**config.mk**
```make
export PLATFORM = sky130hd
export DESIGN_NAME = bounded_queue_with_search_core
export DESIGN_NICKNAME = d
export VERILOG_FILES = /design/src/bqs_pkg.sv /design/src/bqs_dpath.sv /design/src/bqs_ctrl.sv /design/src/bounded_queue_with_search_core.sv
export SDC_FILE = /design/constraint.sdc
export NUM_CORES = 1
export LEC_CHECK = 0
export ABC_AREA = 1
export BUFFER_PORTS_ARGS = -buffer_cell sky130_fd_sc_hd__buf_2
export CAP_MARGIN = 30
export CORE_ASPECT_RATIO = 1.25
export CORE_MARGIN = 2
export CORE_UTILIZATION = 58
export DETAILED_ROUTE_END_ITERATION = 7
export PLACE_DENSITY = 0.76
export SETUP_SLACK_MARGIN = 0.5
export SYNTH_ARGS = -nofsm -noshare
export SYNTH_HDL_FRONTEND = slang
export SYNTH_SLANG_ARGS = --single-unit
```
**constraint.sdc**
```tcl
create_clock -name clk_i -period 6.9 [get_ports clk_i]
set_input_delay 1.035 -clock clk_i [delete_from_list [all_inputs] [get_ports clk_i]]
set_output_delay 1.035 -clock clk_i [all_outputs]
set_load 0.02 [all_outputs]
```
**src/bqs_pkg.sv**
```systemverilog
// Shared types and constants for the bounded queue with search.
// Holds the operation and status codes and the controller/datapath structs.
// No dependencies.
package bqs_pkg;

  localparam int unsigned CAPACITY_DEF   = 8;
  localparam int unsigned DATA_WIDTH_DEF = 32;

  typedef enum logic [1:0] {
    CMD_INSERT = 2'd0,
    CMD_DELETE = 2'd1,
    CMD_SEARCH = 2'd2,
    CMD_UPDATE = 2'd3
  } bqs_cmd_e;

  typedef enum logic [2:0] {
    ST_OK       = 3'd0,
    ST_FULL     = 3'd1,
    ST_EMPTY    = 3'd2,
    ST_BADPOS   = 3'd3,
    ST_NOTFOUND = 3'd4
  } bqs_status_e;

  // Which queue position the single memory port addresses.
  typedef enum logic [1:0] {
    ADDR_TAIL = 2'd0,
    ADDR_HEAD = 2'd1,
    ADDR_NEXT = 2'd2,
    ADDR_SLOT = 2'd3
  } bqs_addr_e;

  // Commands from the controller to the datapath.
  typedef struct packed {
    logic        latch_in;
    logic        mem_we;
    logic        rd_en;
    bqs_addr_e   addr_sel;
    logic        head_adv;
    logic        cnt_inc;
    logic        cnt_dec;
    logic        pos_clr;
    logic        pos_inc;
    logic        res_ld;
    bqs_status_e res_code;
    logic        found_ld;
    logic        dout_ld;
    logic        out_ld;
  } bqs_ctrl_t;

  // Status from the datapath to the controller.
  typedef struct packed {
    bqs_cmd_e cmd;
    logic     empty;
    logic     full;
    logic     slot_ok;
    logic     match;
    logic     last_pos;
    logic     out_free;
  } bqs_stat_t;

endpackage

```
**src/bqs_dpath.sv**
```systemverilog
// Datapath of the bounded queue with search: entry store, pointers and result registers.
// Driven by bqs_ctrl through bqs_pkg::bqs_ctrl_t; depends on bqs_pkg.
module bqs_dpath #(
  parameter int unsigned CAPACITY   = bqs_pkg::CAPACITY_DEF,
  parameter int unsigned DATA_WIDTH = bqs_pkg::DATA_WIDTH_DEF
) (
  input  logic               clk_i,
  input  logic               rst_ni,
  input  bqs_pkg::bqs_ctrl_t ctrl_i,
  output bqs_pkg::bqs_stat_t stat_o,
  input  logic [1:0]         cmd_i,
  input  logic signed [31:0] value_i,
  input  logic [3:0]         slot_i,
  input  logic               out_stall_i,
  output logic               out_valid_o,
  output logic [2:0]         status_o,
  output logic [3:0]         found_slot_o,
  output logic signed [31:0] data_out_o,
  output logic [3:0]         occupancy_o,
  output logic               is_full_o,
  output logic               is_empty_o
);

  localparam int unsigned IDX_W = $clog2(CAPACITY);
  localparam int unsigned CNT_W = $clog2(CAPACITY + 1);
  localparam int unsigned OW    = (CNT_W > 4) ? CNT_W : 4;
  localparam logic [IDX_W:0]   CAP_SUM  = (IDX_W + 1)'(CAPACITY);
  localparam logic [CNT_W-1:0] CAP_CNT  = CNT_W'(CAPACITY);
  localparam logic [IDX_W-1:0] LAST_IDX = IDX_W'(CAPACITY - 1);

  logic [DATA_WIDTH-1:0] mem_q [CAPACITY];
  logic [DATA_WIDTH-1:0] rd_data_q;
  logic [DATA_WIDTH-1:0] val_in;
  logic [DATA_WIDTH-1:0] val_q;
  bqs_pkg::bqs_cmd_e     cmd_q;
  logic [3:0]            slot_q;
  logic [IDX_W-1:0]      head_q;
  logic [CNT_W-1:0]      count_q;
  logic [IDX_W-1:0]      pos_q;

  logic [2:0]            res_status_q;
  logic [3:0]            res_found_q;
  logic [31:0]           res_dout_q;

  logic                  out_valid_q;
  logic [2:0]            out_status_q;
  logic [3:0]            out_found_q;
  logic [31:0]           out_data_q;
  logic [3:0]            out_occ_q;
  logic                  out_full_q;
  logic                  out_empty_q;

  logic [IDX_W-1:0]      offset;
  logic [IDX_W-1:0]      addr;
  logic [OW-1:0]         slot_ext;
  logic [OW-1:0]         cnt_ext;
  logic [OW-1:0]         slot_m1;
  logic [CNT_W-1:0]      pos_p1;
  logic [OW-1:0]         pos_p1_ext;
  logic [31:0]           dout_ext;
  logic                  full;

  // Store position to physical index; the sum stays below twice the capacity.
  function automatic logic [IDX_W-1:0] phys(input logic [IDX_W-1:0] head,
                                            input logic [IDX_W-1:0] off);
    logic [IDX_W:0] sum;
    sum = {1'b0, head} + {1'b0, off};
    if (sum >= CAP_SUM) begin
      sum = sum - CAP_SUM;
    end
    return sum[IDX_W-1:0];
  endfunction

  if (DATA_WIDTH <= 32) begin : g_in_narrow
    assign val_in = value_i[DATA_WIDTH-1:0];
  end else begin : g_in_wide
    assign val_in = {{(DATA_WIDTH - 32){value_i[31]}}, value_i};
  end

  if (DATA_WIDTH >= 32) begin : g_out_wide
    assign dout_ext = rd_data_q[31:0];
  end else begin : g_out_narrow
    assign dout_ext = {{(32 - DATA_WIDTH){rd_data_q[DATA_WIDTH-1]}}, rd_data_q};
  end

  assign slot_ext   = OW'(slot_q);
  assign cnt_ext    = OW'(count_q);
  assign slot_m1    = slot_ext - OW'(1);
  assign pos_p1     = CNT_W'(pos_q) + CNT_W'(1);
  assign pos_p1_ext = OW'(pos_p1);
  assign full       = (count_q == CAP_CNT);

  always_comb begin
    unique case (ctrl_i.addr_sel)
      bqs_pkg::ADDR_TAIL: offset = count_q[IDX_W-1:0];
      bqs_pkg::ADDR_HEAD: offset = '0;
      bqs_pkg::ADDR_NEXT: offset = pos_q + IDX_W'(1);
      bqs_pkg::ADDR_SLOT: offset = slot_m1[IDX_W-1:0];
      default:            offset = '0;
    endcase
  end

  assign addr = phys(head_q, offset);

  // Entry store: one port, registered read data.
  always_ff @(posedge clk_i) begin
    if (ctrl_i.mem_we) begin
      mem_q[addr] <= val_q;
    end
    if (ctrl_i.rd_en) begin
      rd_data_q <= mem_q[addr];
    end
  end

  // Captured operation and search position.
  always_ff @(posedge clk_i) begin
    if (ctrl_i.latch_in) begin
      cmd_q  <= bqs_pkg::bqs_cmd_e'(cmd_i);
      val_q  <= val_in;
      slot_q <= slot_i;
    end
    if (ctrl_i.pos_clr) begin
      pos_q <= '0;
    end else if (ctrl_i.pos_inc) begin
      pos_q <= pos_q + IDX_W'(1);
    end
  end

  // Result being built for the current operation.
  always_ff @(posedge clk_i) begin
    if (ctrl_i.latch_in) begin
      res_found_q <= '0;
      res_dout_q  <= '0;
    end else begin
      if (ctrl_i.found_ld) begin
        res_found_q <= pos_p1_ext[3:0];
      end
      if (ctrl_i.dout_ld) begin
        res_dout_q <= dout_ext;
      end
    end
    if (ctrl_i.res_ld) begin
      res_status_q <= ctrl_i.res_code;
    end
  end

  always_ff @(posedge clk_i or negedge rst_ni) begin
    if (!rst_ni) begin
      head_q      <= '0;
      count_q     <= '0;
      out_valid_q <= 1'b0;
    end else begin
      if (ctrl_i.head_adv) begin
        head_q <= (head_q == LAST_IDX) ? '0 : head_q + IDX_W'(1);
      end
      if (ctrl_i.cnt_inc) begin
        count_q <= count_q + CNT_W'(1);
      end else if (ctrl_i.cnt_dec) begin
        count_q <= count_q - CNT_W'(1);
      end
      if (ctrl_i.out_ld) begin
        out_valid_q <= 1'b1;
      end else if (!out_stall_i) begin
        out_valid_q <= 1'b0;
      end
    end
  end

  // Output register; counts already reflect the finished operation.
  always_ff @(posedge clk_i) begin
    if (ctrl_i.out_ld) begin
      out_status_q <= res_status_q;
      out_found_q  <= res_found_q;
      out_data_q   <= res_dout_q;
      out_occ_q    <= cnt_ext[3:0];
      out_full_q   <= full;
      out_empty_q  <= (count_q == '0);
    end
  end

  assign stat_o.cmd      = cmd_q;
  assign stat_o.empty    = (count_q == '0);
  assign stat_o.full     = full;
  assign stat_o.slot_ok  = (slot_q != 4'd0) && (slot_ext <= cnt_ext);
  assign stat_o.match    = (rd_data_q == val_q);
  assign stat_o.last_pos = (pos_p1 == count_q);
  assign stat_o.out_free = !out_valid_q || !out_stall_i;

  assign out_valid_o  = out_valid_q;
  assign status_o     = out_status_q;
  assign found_slot_o = out_found_q;
  assign data_out_o   = out_data_q;
  assign occupancy_o  = out_occ_q;
  assign is_full_o    = out_full_q;
  assign is_empty_o   = out_empty_q;

endmodule

```
**src/bqs_ctrl.sv**
```systemverilog
// Controller of the bounded queue with search: sequences each operation.
// Drives bqs_dpath through bqs_pkg::bqs_ctrl_t; depends on bqs_pkg.
module bqs_ctrl (
  input  logic               clk_i,
  input  logic               rst_ni,
  input  logic               in_valid_i,
  output logic               in_stall_o,
  input  bqs_pkg::bqs_stat_t stat_i,
  output bqs_pkg::bqs_ctrl_t ctrl_o
);

  typedef enum logic [2:0] {
    S_IDLE,
    S_DECIDE,
    S_DEL_RD,
    S_SEARCH,
    S_FINISH
  } state_e;

  state_e state_q;
  state_e state_d;

  always_ff @(posedge clk_i or negedge rst_ni) begin
    if (!rst_ni) begin
      state_q <= S_IDLE;
    end else begin
      state_q <= state_d;
    end
  end

  always_comb begin
    state_d           = state_q;
    ctrl_o            = '0;
    ctrl_o.addr_sel   = bqs_pkg::ADDR_HEAD;
    ctrl_o.res_code   = bqs_pkg::ST_OK;
    unique case (state_q)
      S_IDLE: begin
        if (in_valid_i) begin
          ctrl_o.latch_in = 1'b1;
          state_d         = S_DECIDE;
        end
      end
      S_DECIDE: begin
        ctrl_o.res_ld = 1'b1;
        state_d       = S_FINISH;
        unique case (stat_i.cmd)
          bqs_pkg::CMD_INSERT: begin
            if (stat_i.full) begin
              ctrl_o.res_code = bqs_pkg::ST_FULL;
            end else begin
              ctrl_o.addr_sel = bqs_pkg::ADDR_TAIL;
              ctrl_o.mem_we   = 1'b1;
              ctrl_o.cnt_inc  = 1'b1;
            end
          end
          bqs_pkg::CMD_DELETE: begin
            if (stat_i.empty) begin
              ctrl_o.res_code = bqs_pkg::ST_EMPTY;
            end else begin
              ctrl_o.rd_en    = 1'b1;
              ctrl_o.head_adv = 1'b1;
              ctrl_o.cnt_dec  = 1'b1;
              state_d         = S_DEL_RD;
            end
          end
          bqs_pkg::CMD_SEARCH: begin
            if (stat_i.empty) begin
              ctrl_o.res_code = bqs_pkg::ST_EMPTY;
            end else begin
              ctrl_o.rd_en   = 1'b1;
              ctrl_o.pos_clr = 1'b1;
              state_d        = S_SEARCH;
            end
          end
          bqs_pkg::CMD_UPDATE: begin
            if (stat_i.empty) begin
              ctrl_o.res_code = bqs_pkg::ST_EMPTY;
            end else if (!stat_i.slot_ok) begin
              ctrl_o.res_code = bqs_pkg::ST_BADPOS;
            end else begin
              ctrl_o.addr_sel = bqs_pkg::ADDR_SLOT;
              ctrl_o.mem_we   = 1'b1;
            end
          end
          default: ;
        endcase
      end
      S_DEL_RD: begin
        ctrl_o.dout_ld = 1'b1;
        state_d        = S_FINISH;
      end
      S_SEARCH: begin
        if (stat_i.match) begin
          ctrl_o.found_ld = 1'b1;
          ctrl_o.res_ld   = 1'b1;
          state_d         = S_FINISH;
        end else if (stat_i.last_pos) begin
          ctrl_o.res_ld   = 1'b1;
          ctrl_o.res_code = bqs_pkg::ST_NOTFOUND;
          state_d         = S_FINISH;
        end else begin
          ctrl_o.addr_sel = bqs_pkg::ADDR_NEXT;
          ctrl_o.rd_en    = 1'b1;
          ctrl_o.pos_inc  = 1'b1;
        end
      end
      S_FINISH: begin
        if (stat_i.out_free) begin
          ctrl_o.out_ld = 1'b1;
          state_d       = S_IDLE;
        end
      end
      default: state_d = S_IDLE;
    endcase
  end

  assign in_stall_o = (state_q != S_IDLE);

endmodule

```
**src/bounded_queue_with_search_core.sv**
```systemverilog
// Top level of the bounded queue with search: a FIFO of signed values with
// insert, delete, search and update-at-position; joins bqs_ctrl and bqs_dpath.
// Depends on bqs_pkg, bqs_ctrl and bqs_dpath.
//
//   Channel  Direction  Handshake               Beat contents
//   in       input      in_valid_i/in_stall_o   cmd_i, value_i, slot_i
//   out      output     out_valid_o/out_stall_i status_o, found_slot_o, data_out_o,
//                                                occupancy_o, is_full_o, is_empty_o
//
// Each operation passes through an acceptance, a decision and a finish state;
// delete adds a state for the store read, and search compares one entry at a time
// (entries one to k for a match at position k, all occupied entries when none).
// Search is bounded by the single port of the entry store, read once per cycle.
// Reset clears the head pointer, entry count, controller state and output valid;
// the store itself holds no reset value and is only read where it was written.
// The result sits in an output register, so a new beat is taken while it waits;
// a stalled output holds the controller in its finish state until the slot frees.
module bounded_queue_with_search_core #(
  parameter int unsigned CAPACITY   = bqs_pkg::CAPACITY_DEF,
  parameter int unsigned DATA_WIDTH = bqs_pkg::DATA_WIDTH_DEF
) (
  input  logic               clk_i,
  input  logic               rst_ni,
  input  logic               in_valid_i,
  output logic               in_stall_o,
  input  logic [1:0]         cmd_i,
  input  logic signed [31:0] value_i,
  input  logic [3:0]         slot_i,
  output logic               out_valid_o,
  input  logic               out_stall_i,
  output logic [2:0]         status_o,
  output logic [3:0]         found_slot_o,
  output logic signed [31:0] data_out_o,
  output logic [3:0]         occupancy_o,
  output logic               is_full_o,
  output logic               is_empty_o
);

  // Command and status paths between the controller and the datapath.
  bqs_pkg::bqs_ctrl_t ctrl;
  bqs_pkg::bqs_stat_t stat;

  // The controller sequences an operation through its states and owns the
  // input stall: a new beat is only taken in its idle state.
  bqs_ctrl u_ctrl (
    .clk_i      (clk_i),
    .rst_ni     (rst_ni),
    .in_valid_i (in_valid_i),
    .in_stall_o (in_stall_o),
    .stat_i     (stat),
    .ctrl_o     (ctrl)
  );

  // The datapath holds the circular store, head and count, the search position
  // and the output register that drives the result channel.
  bqs_dpath #(
    .CAPACITY   (CAPACITY),
    .DATA_WIDTH (DATA_WIDTH)
  ) u_dpath (
    .clk_i        (clk_i),
    .rst_ni       (rst_ni),
    .ctrl_i       (ctrl),
    .stat_o       (stat),
    .cmd_i        (cmd_i),
    .value_i      (value_i),
    .slot_i       (slot_i),
    .out_stall_i  (out_stall_i),
    .out_valid_o  (out_valid_o),
    .status_o     (status_o),
    .found_slot_o (found_slot_o),
    .data_out_o   (data_out_o),
    .occupancy_o  (occupancy_o),
    .is_full_o    (is_full_o),
    .is_empty_o   (is_empty_o)
  );

endmodule
```
After elaboration in Yosys (flattened, before gate mapping)
Memory sizes are Yosys's and may differ from the RTL's. A register that Yosys moved wholly into a read port is not among the register bits. Cells that the tools add are included. Widths: inputs -> output; s select.

Flip-flop bits (word level): 136. Memory bits (writable): 256. Bits of input ports: 42. Logic and storage cells: 113. Memories kept: 1.

Memory list: u_dpath.mem_q (depth 8, width 32, rd ports 1, clocked after Yosys merged registers in 1, write ports 1, RTL line bqs_dpath.sv:31) `logic [DATA_WIDTH-1:0] mem_q [CAPACITY];`.

Add/subtract/negate cells: 8. Magnitude comparators: 2. Equality and inequality tests: 18. Muxes and demuxes: 54. Reduce and logical (&&, ||, !) cells: 13.

Operators with widths (count): $mux 3 (12); $eq 32x32->1 (1); $mux 1 (26); $mux 4 (4); $pmux 3 s5 (1); $pmux 3 s2 (2); $pmux 3 s4 (1); $pmux 3 s3 (1); $eq 2x2->1 const B (4); $mux 2 (4); $pmux 4 s2 (1); $add 3x1->3 const B (2); $eq 3x2->1 const B (2); $eq 3x3->1 const B (2); $sub 3x1->3 const B (2); $add 3x1->4 const B (1); $add 3x3->4 (1); $add 4x1->4 const B (1); $eq 2x1->1 const B (2); $eq 4x4->1 (1); $eq 4x4->1 const B (1); $ge 4x4->1 const B (1); $le 4x4->1 (1); $logic_not 2->1 (2); 17 further kinds (19).

Longest topological paths before layout
Gate-level depths: netlist (run 1).

Word-level depth: 11. Depth in mapped cells: 20. Depth with buffers taken out: 19.

Cells and area by module
A second synthesis (run 1) with hierarchy kept.

Cell total of the unflattened synthesis: 1343. Area, all modules: 16788.6 sq um.

By module, submodules not included: bqs_dpath (times used 1, cells an instance 1265, area each 16343.2 sq um, sequential area each 12211.7 sq um); bqs_ctrl (times used 1, cells an instance 78, area each 445.4 sq um, sequential area each 75.1 sq um).

Worst setup path after synthesis (run 1)
OpenSTA, ideal clock, no wires.

Kind: register to register. From: register u_dpath.pos_q[0]. To: memory u_dpath.mem_q[4][0] (netlist name), enable pin. Library setup time: 0.421 ns. Data arrival time: 4.122 ns. Data required time: 6.479 ns. Setup slack: 2.357 ns. Stages on the path, launching flop included: 16. Clock period less this slack: 4.543 ns. Cell sequence: dfxtp_1 -> ha_1 -> xor2_1 -> nor2_1 -> nand3_2 -> nand2_1 -> inv_2 -> nand2_1 -> o221ai_1 -> ha_1 -> clkbuf_1 -> inv_1 -> clkbuf_1 -> clkbuf_1 -> nand2_1 -> nor2_1.

Cells in the longest elaborated chain, start to end: 10. Elaborated cells between the ends (all ways): 15. Classes of those cells: 4 x add/sub; 1 x order compare; 4 x eq/ne; 5 x mux; 1 x reduce/logical.

Ends and longest elaborated chain: start: declaration (RTL line bqs_dpath.sv:39) `logic [IDX_W-1:0] pos_q;`; start signal: assignment (RTL line bqs_dpath.sv:125) `pos_q <= pos_q + IDX_W'(1);`; $add 3x1->4 (*) (RTL line bqs_dpath.sv:89) `assign pos_p1 = CNT_W'(pos_q) + CNT_W'(1);`; via u_dpath.pos_p1[1] (RTL line bqs_dpath.sv:58) `logic [CNT_W-1:0] pos_p1;`; $eq 4x4->1 (*) (RTL line bqs_dpath.sv:186) `assign stat_o.last_pos = (pos_p1 == count_q);`; $mux 3 (*) (RTL line bqs_ctrl.sv:97) `end else if (stat_i.last_pos) begin`; $mux 3 (*) (RTL line bqs_ctrl.sv:93) `if (stat_i.match) begin`; $pmux 3 s2 (*) (RTL line bqs_ctrl.sv:36) `unique case (state_q)`; $eq 2x2->1 (tied with other cells) (RTL line bqs_dpath.sv:94) `unique case (ctrl_i.addr_sel)`; $pmux 3 s4 (*) (RTL line bqs_dpath.sv:94); $add 3x3->4 (*) (RTL line bqs_dpath.sv:67) `sum = {1'b0, head} + {1'b0, off};`; $ge 4x4->1 / $sub 3x1->3 (equally long branches) (RTL line bqs_dpath.sv:68, bqs_dpath.sv:69); $mux 3 (*) (RTL line bqs_dpath.sv:68) `if (sum >= CAP_SUM) begin`; end: declaration (RTL line bqs_dpath.sv:31).

The timed path passes the listed nets; every way through them passes the cells marked *.

Final worst setup path (run 1)
From: register u_dpath.val_q[1]. To: memory u_dpath.mem_q[1][11] (netlist name), enable pin.

Cells in the longest elaborated chain, start to end: 8. Elaborated cells between the ends (all ways): 12. Classes of those cells: 2 x add/sub; 1 x order compare; 4 x eq/ne; 4 x mux; 1 x reduce/logical.

Ends and longest elaborated chain: start: declaration (RTL line bqs_dpath.sv:34) `logic [DATA_WIDTH-1:0] val_q;`; start signal: assignment (RTL line bqs_dpath.sv:119) `val_q <= val_in;`; $eq 32x32->1 (*) (RTL line bqs_dpath.sv:185) `assign stat_o.match = (rd_data_q == val_q);`; $mux 3 (*) (RTL line bqs_ctrl.sv:93); $pmux 3 s2 (*) (RTL line bqs_ctrl.sv:36); $eq 2x2->1 (tied with other cells) (RTL line bqs_dpath.sv:94); $pmux 3 s4 (*) (RTL line bqs_dpath.sv:94); $add 3x3->4 (*) (RTL line bqs_dpath.sv:67); $ge 4x4->1 / $sub 3x1->3 (equally long branches) (RTL line bqs_dpath.sv:68, bqs_dpath.sv:69); $mux 3 (*) (RTL line bqs_dpath.sv:68).

Every way passes the cells marked *; elsewhere a longest branch is shown, timed or not.

==> results_dict.tcl, run 1 <==
set metrics [dict create \
    status "complete, no violations" \
    ys.flop_type "edfxtp_1" \
    slew_viol_final 0 \
    syn_inst 1275 \
    multi_input_area_um2 3770 \
    ant_nets 0 \
    grt_max_degree 97 \
    cts_tree "built" \
    setup_violations 0 \
    regArea_um2 12300 \
    postSynthAreaPerCell_um2 12.9 \
    path_cells "inv_1 -> nand2_1 -> nand2_1 -> nand2_1 -> nor2_1 -> nand2_1 -> nor2_1 -> nand2_1 -> nand2_1 -> o221ai_1 -> ha_4 -> inv_1 -> fa_2 -> xor2_1 -> nand2_2 -> nand2_4 -> nand2_1 -> nor2_4 -> buf_4" \
    syn-num-nets 1336 \
    cap_violations 0 \
    place_worst_setup_slack_ns 1.67 \
    die_y_um 192 \
    core-area_um2 27700 \
    cts-root-buf "clkbuf_16" \
    drt-total-wl_um 34000 \
    overflow 0 \
    start_util_pct 59.2 \
    power_leakage_nw 6.58 \
    critPathTopFamily "simple AND/OR/NAND/NOR gates" \
    yosys_warnings 0 \
    p_sw_w 0.00347 \
    viasPerCell 5.83 \
    cts-buffers-inserted 38 \
    critical-path-top-cell-by-count "nand2_1" \
    diodes 0 \
    cts_hold_buf 0 \
    ys_ff_latch 424 \
    fmax_mhz 189 \
    arrival_ns 5.50 \
    h-tree-depth 2 \
    routedWlPerCell_um 19.6 \
    seq_area_frac_synth_pct 74.8 \
    max_stage_delay_ns 0.61 \
    antenna_found_initial 0 \
    num-nets-final 1424 \
    path_max_fanout 35 \
    cts.reportedPaths.clkPinSlew_ns 0.07 \
    clock_latency_ns 0.52 \
    post-cts-setup-buffer-count 0 \
    hold_class "primary input to async pin" \
    cp_slowest_cell "nor2_4" \
    area_growth_pct 13.0 \
    post-route-period-util_pct 76.7 \
    cts_resized 0 \
    p_per_area_nw_per_um2 493 \
    pwr-share-seq_pct 41.4 \
    period_minus_slack_ns 5.29 \
    dr.pass1.iters 5 \
    crit_path_end_kind "flop" \
    gp_congestion 0.856 \
    setup_ws_ns 1.61 \
    swShare_pct 37.9 \
    io_pins 89 \
    synth_edf_count 374 \
    die_w_um 154 \
    row_count 68 \
    first_global_vias 9866 \
    p_clk_share_pct 23.0 \
    worst_pin_slew_ns 0.981 \
    async_flop_share_pct 2.59 \
    crit_buf_inv 3 \
    netlist_area_um2 16400 \
    ir_drop_uv 333 \
    route.detailed.drc 0 \
    dieArea_um2 29700 \
    rsz0062_at_grt "no" \
    layout.cells.non_filler 1741 \
    path_class "flop to flop" \
    dpl.hpwl_um 20500 \
    via_count 10157 \
    io_buffers 88 \
    synth_cell_types 31 \
    drt_iter0_markers 991 \
    track_usage_pct 23.1 \
    required_ns 7.11 \
    setup_tns_ns 0 \
    max_slew_margin_pct 34.6 \
    nFillCells 1907 \
    power.internal_w 0.00568 \
    hold_violations 0 \
    finClkSkew_ns 0.0134 \
    crit_path_start_kind "flop" \
    combPwrFrac_pct 35.7 \
    cts_sinks 424 \
    dp_cells 1673 \
    clockBufferDepth 3 \
    drive_gt1_share_pct 14.3 \
    grt_pass1_wl_um 52900 \
]
power by group through the flow:
stage	clock [W]	combinational (W)	sequential, W
global placement	0	0.00311	0.00381
finish	0.00210	0.00326	0.00379
detailed placement	0	0.00321	0.00384
floorplan	0	0.00230	0.00379
global route	0.00223	0.00363	0.00383
CTS	0.00212	0.00324	0.00379
area by class of cell:
class,instances,share of cell area (%)
clock buffer,46,5.63
clock inverter,22,1.10
inverter,52,1.05
multi-input combinational,738,20.3
sequential,424,66.2
tap,350,2.36
timing repair buffer,109,3.29
sequential cells by signal, summed over array words and instances, names as in the netlist:
signal                count
u_dpath.slot_ext          4
u_dpath.found_slot_o      4
u_dpath.res_status_q      3
u_dpath.mem_q           256
u_dpath.data_out_o       32
u_dpath.res_found_q       4
u_dpath.dout_ext         32
u_dpath.val_q            32
u_dpath.pos_q             3
u_dpath.is_full_o         1
u_dpath.is_empty_o        1
u_dpath.occupancy_o       4
u_dpath.cnt_ext           4
u_dpath.out_valid_o       1
u_dpath.res_dout_q       32
u_ctrl.state_q            3
u_dpath.head_q            3
u_dpath.status_o          3
u_dpath.cmd_q             2
synthesized netlist by cell type, types with 2 or more instances:
cell	n	share of area, %
nor2_1	164	3.7
o22ai_1	76	2.9
inv_1	45	1.0
xnor2_1	25	1.3
xor2_1	8	0.43
nand3_2	4	0.24
o21ai_0	141	4.3
nand3_1	41	1.2
o21a_1	2	0.091
buf_6	3	0.21
nand2_2	2	0.076
nor2_2	2	0.076
dfxtp_1	39	4.8
o211ai_1	2	0.091
inv_2	7	0.16
buf_2	6	0.18
dfrtp_1	11	1.7
ha_1	17	1.3
nand2_1	198	4.5
edfxtp_1	374	68
fa_1	2	0.24
clkbuf_1	52	1.2
a21oi_1	46	1.4
placed cells by master (no fill, tap or decap), types with 3 or more instances in the layout:
| cell type | Yosys | layout |
|---|---|---|
| xor2_1 | 8 | 8 |
| clkbuf_1 | 52 | 5 |
| bufinv_16 | 0 | 3 |
| clkbuf_16 | 0 | 41 |
| nand3_2 | 4 | 4 |
| buf_4 | 0 | 20 |
| clkinv_1 | 0 | 4 |
| inv_2 | 7 | 8 |
| inv_6 | 0 | 3 |
| nor2_4 | 0 | 9 |
| inv_4 | 0 | 3 |
| dfrtp_1 | 11 | 11 |
| nand2_1 | 198 | 198 |
| buf_2 | 6 | 88 |
| ha_1 | 17 | 16 |
| o21ai_0 | 141 | 141 |
| xnor2_1 | 25 | 25 |
| inv_1 | 45 | 44 |
| dfxtp_1 | 39 | 39 |
| edfxtp_1 | 374 | 374 |
| clkinv_2 | 0 | 6 |
| nor2_1 | 164 | 155 |
| o22ai_1 | 76 | 76 |
| a21oi_1 | 46 | 45 |
| nand3_1 | 41 | 41 |
per-stage QoR:
stage	power [W]	hold slack, ns	util, %	cell area [um^2]
6_report	0.00915	0.384	66.9	18600
2_1_floorplan	0.00609	0.400	-	16400
4_1_cts	0.00915	0.384	66.9	18600
3_5_place_dp	0.00705	0.405	62.4	17300
3_3_place_gp	0.00693	0.403	62.3	17300
5_1_grt	0.00969	0.382	66.9	18600
worst paths after layout:
kind / from / end / slack, ns / depth (start not counted)
max in group asynchronous: rst_ni / u_dpath.cnt_ext[3] / 6.30 / 1
worst max-delay path: u_dpath.val_q[1] / u_dpath.mem_q[1][11] / 1.61 / 19
min in group clk_i: u_dpath.res_status_q[2] / u_dpath.status_o[2] / 0.42 / 0
worst min-delay path: rst_ni / u_dpath.head_q[0] / 0.38 / 1
worst max register to register: u_dpath.val_q[1] / u_dpath.mem_q[1][11] / 1.61 / 19
worst min register to register: u_dpath.res_status_q[2] / u_dpath.status_o[2] / 0.42 / 0
layer usage:
metal,track usage (%),up-vias,part of all wire [%]
met5,0,-,0
met4,8.55,0,2.9
met3,3.43,74,8.2
met2,38.4,469,49
met1,31.5,4865,40
li1,-,4749,-
cells by family after synthesis:
logic type / share of synthesized area [%]
DFF: 74.8
AOI/OAI and AO/OA: 8.97
and+or+nand+nor: 10.1
adders and majority gates: 1.54
buffers and inverters: 2.77
xor gates and xnor gates: 1.76
Power figures use the tool's default switching activity.
==> run 2, diff against run 1 <==
- CORE_UTILIZATION: 58 -> 55
- clock period: 6.9 -> 4.8 ns (I/O delays scaled with it)
==> run 2 against run 1 <==
Effect of this change:
- non-clock buffer count increased by 11
- total power increased by 47%
- critical path depth decreased by 1
- die area increased by 5.3%
- cell count increased by 3.7%
- critical path type unchanged
- critical endpoint is now u_dpath.mem_q[7][3]
- largest cell class unchanged
- largest power group unchanged
==> results_dict.tcl, run 2 (synthesized netlist as in run 1, its figures left out) <==
set metrics [dict create \
    cts_resized 0 \
    track_usage_pct 22.9 \
    path_class "flop to flop" \
    setup_tns_ns 0 \
    routedWlPerCell_um 19.6 \
    crit_path_end_kind "flop" \
    layout_common_cells "edfxtp_1 (374), nand2_1 (197), nor2_1 (155)" \
    viasPerCell 5.72 \
    antenna_found_initial 1 \
    clock_latency_ns 0.54 \
    dpl.hpwl_um 21300 \
    p_per_area_nw_per_um2 717 \
    drt_iter0_markers 824 \
    dr.pass1.iters 5 \
    io_pins 89 \
    hold_violations 0 \
    drive_gt1_share_pct 15.2 \
    io_buffers 88 \
    h-tree-depth 2 \
    fmax_mhz 248 \
    via_count 10319 \
    start_util_pct 56.0 \
    overflow 0 \
    cts.reportedPaths.clkPinSlew_ns 0.06 \
    drt-total-wl_um 35300 \
    cts_hold_buf 0 \
    layout_commonest_cell "edfxtp_1" \
    cap_violations 0 \
    worst_pin_slew_ns 0.903 \
    arrival_ns 4.22 \
    timing.rr.start "u_dpath.cnt_ext[1]" \
    clockBufferDepth 3 \
    post-route-period-util_pct 84.0 \
    slew_viol_final 0 \
    core-area_um2 29300 \
    cts_tree "built" \
    row_count 70 \
    power_leakage_nw 6.70 \
    largest_register_ffs 256 \
    rsz0062_at_grt "no" \
    top_register "u_dpath.mem_q" \
    path_max_fanout 34 \
    dieArea_um2 31300 \
    period_minus_slack_ns 4.03 \
    gp_congestion 0.897 \
    cp_num_cells 18 \
    first_global_vias 10161 \
    grt_pass1_wl_um 54600 \
    route.detailed.drc 0 \
    cp_slowest_cell "dfrtp_1" \
    crit_buf_inv 5 \
    rrSetupSlack_ns 0.77 \
    crit_path_start_kind "flop" \
    cts_sinks 424 \
    status "complete, no violations" \
    critical-path-top-cell-by-count "inv_1" \
    die_y_um 197 \
    r2r-end "u_dpath.mem_q[7][3]" \
    die_w_um 159 \
    ant_nets 0 \
    required_ns 4.99 \
    cts-buffers-inserted 41 \
    max_slew_margin_pct 39.8 \
    area_growth_pct 14.7 \
    grt_max_degree 90 \
    path_cells "inv_1 -> ha_1 -> a21oi_1 -> o21ai_0 -> o21ai_0 -> nand2_1 -> inv_1 -> nand2_1 -> o221ai_1 -> ha_4 -> inv_1 -> fa_2 -> xor2_1 -> nand2_2 -> buf_6 -> nand3_1 -> nor2_2 -> buf_4" \
    post-cts-setup-buffer-count 0 \
    finClkSkew_ns 0.0209 \
    hold_class "primary input to async pin" \
    max_stage_delay_ns 0.50 \
    nFillCells 2032 \
    num-nets-final 1438 \
    p_total_w 0.0135 \
    worstRegToRegCells 18 \
    ir_drop_uv 658 \
    setup_violations 0 \
    cts-root-buf "clkbuf_16" \
    critPathTopFamily "buffers and inverters" \
]
[run 2: worst max-delay path by stage]
stage	slack [ns]	to	startpoint
after floorplan	0.26	u_dpath.mem_q[4][0]	u_dpath.pos_q[0]
after global placement	0.74	u_dpath.mem_q[7][11]	u_dpath.pos_q[0]
after detailed placement	0.66	u_dpath.mem_q[7][12]	u_dpath.cnt_ext[1]
after CTS	0.65	u_dpath.mem_q[7][11]	u_dpath.cnt_ext[1]
after global routing	0.51	u_dpath.mem_q[7][3]	u_dpath.cnt_ext[1]
final	0.77	u_dpath.mem_q[7][3]	u_dpath.cnt_ext[1]
[run 2: worst register-to-register path: cells and delay by family (launching register included)]
kind	cells	cell delay, ns
xor gates and xnor gates	1	0.19
AOI/OAI and AO/OA	4	0.59
and+or+nand+nor	5	0.61
adders and majority gates	3	0.84
DFF	1	0.50
buffers and inverters	5	0.94
[run 2: per-layer routing]
metal | track usage (%) | up-vias | wire (um)
li1 | - | 4778 | -
met1 | 30.6 | 4969 | 14400
met2 | 37.0 | 475 | 17000
met3 | 3.93 | 97 | 2710
met4 | 10.7 | 0 | 1140
met5 | 0 | - | 0
[run 2: report_power, final]
group | leakage (nW) | total [W] | switching [W] | internal, W
Sequential | 3.86 | 0.00546 | 0.000467 | 0.00499
Combinational | 2.17 | 0.00479 | 0.00327 | 0.00152
Clock | 0.674 | 0.00324 | 0.00131 | 0.00193
[run 2: metrics by stage]
stage          instance area (um^2)  hold slack (ns)  util (%)  setup slack, ns  instances
3_5_place_dp                  17400            0.413      59.4            0.661       1730
3_3_place_gp                  17400            0.401      59.4            0.743       1730
6_report                      18800           0.0665      64.2            0.769       1805
4_1_cts                       18800           0.0594      64.1            0.654       1804
2_1_floorplan                 16400            0.400         -            0.257       1275
5_1_grt                       18800           0.0683      64.2            0.507       1804
[run 2: final cells by class]
type                       instances  area [um^2]  share of cell area (%)
multi-input combinational        738         3750                    19.9
clock inverter                    24          259                    1.38
inverter                          52          195                    1.04
sequential                       424        12300                    65.2
tap                              396          495                    2.63
antenna                            1         2.50                  0.0133
clock buffer                      50         1120                    5.95
timing repair buffer             120          721                    3.83
==> run 3, diff against run 2 <==
- clock period: 4.8 -> 3.7 ns (I/O delays scaled with it)
==> run 3 against run 2 <==
Effect of this change:
- worst setup slack worse by 0.73 ns
- highest routed layer unchanged
- non-clock buffer count is 143 higher
- critical endpoint is now u_dpath.dout_ext[30]
- clock skew rose by 0.0012 ns
- largest power group is now combinational logic
==> results_dict.tcl, run 3 (synthesized netlist as in run 1, its figures left out) <==
set metrics [dict create \
    ir_drop_uv 624 \
    die_w_um 159 \
    h-tree-depth 2 \
    drive_gt1_share_pct 29.1 \
    arrival_ns 3.96 \
    start_util_pct 56.0 \
    area_growth_pct 31.6 \
    swShare_pct 40.4 \
    grt_max_degree 77 \
    row_count 70 \
    setup_tns_ns 0 \
    drt_iter0_markers 1874 \
    power_leakage_nw 7.89 \
    cts.reportedPaths.clkPinSlew_ns 0.06 \
    finClkSkew_ns 0.0221 \
    cap_violations 0 \
    p_clk_share_pct 18.6 \
    post-route-period-util_pct 99.0 \
    worst_pin_slew_ns 0.915 \
    slew_viol_final 0 \
    dieArea_um2 31300 \
    num-nets-final 1580 \
    place_worst_setup_slack_ns 0.112 \
    p_total_w 0.0217 \
    p_sw_w 0.00876 \
    cp_slowest_cell "edfxtp_1" \
    p_per_area_nw_per_um2 1000 \
    route.detailed.drc 0 \
    grt_pass1_wl_um 66800 \
    layout.cells.non_filler 1944 \
    cts_tree "built" \
    hold_violations 0 \
    cts-root-buf "clkbuf_16" \
    clock_latency_ns 0.56 \
    fmax_mhz 273 \
    max_stage_delay_ns 0.49 \
    critical-path-top-cell-by-count "nand2_1" \
    setup_violations 0 \
    io_buffers 88 \
    first_global_vias 11459 \
    core-area_um2 29300 \
    crit_path_start_kind "flop" \
    met1_length_um 17600 \
    dp_cells 1748 \
    crit_path_end_kind "flop" \
    post-route-util_pct 73.6 \
    cts_sinks 424 \
    wl_met3_um 6080 \
    die_y_um 197 \
    cts-buffers-inserted 40 \
    dpl.hpwl_um 21600 \
    gp_congestion 0.826 \
    layout_commonest_cell "edfxtp_1" \
    path_class "flop to flop" \
    overflow 0 \
    layout_common_cells "edfxtp_1 (374), nand2_1 (188), nor2_1 (151)" \
    power.internal_w 0.0129 \
    top_layer_used "met4" \
    diodes 0 \
    setup_ws_ns 0.0368 \
    crit_buf_inv 5 \
    combPwrFrac_pct 48.8 \
    top_register "u_dpath.mem_q" \
    antenna_found_initial 0 \
    hold_class "primary input to flop" \
    status "complete, no violations" \
    via_count 12336 \
    track_usage_pct 29.0 \
    path_cells "xnor2_1 -> nand2_1 -> nor2_1 -> nand2_1 -> nor2_1 -> nand2_4 -> nand2_4 -> o221ai_4 -> ha_4 -> inv_2 -> fa_2 -> buf_6 -> buf_12 -> buf_6 -> buf_16 -> o21ai_0 -> o22ai_1 -> nand2_1 -> nand2_1" \
    path_max_fanout 8 \
    dr.pass1.iters 6 \
    rsz0062_at_grt "yes" \
    largest_register_ffs 256 \
    required_ns 4.00 \
    critPathTopFamily "simple AND/OR/NAND/NOR gates" \
    max_slew_margin_pct 38.9 \
    clockBufferDepth 3 \
    io_pins 89 \
    wl_met2_um 24000 \
    routedWlPerCell_um 26.6 \
    drt-total-wl_um 51800 \
    ant_nets 0 \
    pwr-share-seq_pct 32.6 \
    period_minus_slack_ns 3.66 \
    viasPerCell 6.35 \
]
run 3: cell count changes in the layout (fill, tap and decap cells not counted), sizes merged, moves of 2 or more:
cell,previous run,this run
buf,120,250
bufinv,5,1
clkbuf,50,67
clkinv,16,14
run 3: worst paths after layout:
| kind | end | cells past startpoint | startpoint | slack [ns] |
|---|---|---|---|---|
| max | u_dpath.dout_ext[30] | 19 | u_dpath.dout_ext[31] | 0.04 |
| min | u_dpath.slot_ext[1] | 1 | slot_i[1] | 0.18 |
| max reg2reg | u_dpath.dout_ext[30] | 19 | u_dpath.dout_ext[31] | 0.04 |
| min reg2reg | u_dpath.status_o[2] | 0 | u_dpath.res_status_q[2] | 0.42 |
| max in group asynchronous | u_dpath.cnt_ext[0] | 2 | rst_ni | 2.99 |
| min in group asynchronous | u_dpath.cnt_ext[1] | 2 | rst_ni | 0.44 |
run 3: layer usage:
layer / track usage (%) / vias to the layer above
li1: - / 5075
met1: 36.9 / 5883
met2: 46.3 / 1057
met3: 6.36 / 321
met4: 16.6 / 0
met5: 0 / -
run 3: timing repair:
action / 4_1_cts / 5_1_grt
pin swaps: 61 / 48
endpoints found under the setup margin: 288 / 288
hold buffers: 1 / 0
resized for setup: 133 / 85
setup buffers: 56 / 33
gates cloned: 22 / 13
endpoints found under the hold margin: 11 / 0
run 3: through the flow:
| stage | instance area [um^2] | hold slack, ns |
|---|---|---|
| 2_1_floorplan | 16700 | 0.259 |
| 5_1_grt | 21600 | 0.175 |
| 3_5_place_dp | 17900 | 0.406 |
| 6_report | 21600 | 0.182 |
| 4_1_cts | 20700 | 0.172 |
| 3_3_place_gp | 17900 | 0.403 |
run 3: layout make-up:
class,instances,area (um^2)
Sequential cell,424,12300
Fill cell,1583,7740
Multi-Input combinational cell,738,4320
Timing Repair Buffer,263,3030
Clock buffer,55,1140
Tap cell,396,495
Inverter,52,203
Clock inverter,16,120
run 3: power by group through the flow:
stage / combinational [W] / clock [W] / sequential (W)
floorplan: 0.00458 / 0 / 0.00708
global placement: 0.00635 / 0 / 0.00709
detailed placement: 0.00657 / 0 / 0.00713
CTS: 0.00888 / 0.00397 / 0.00699
global route: 0.0110 / 0.00422 / 0.00711
finish: 0.0106 / 0.00403 / 0.00706
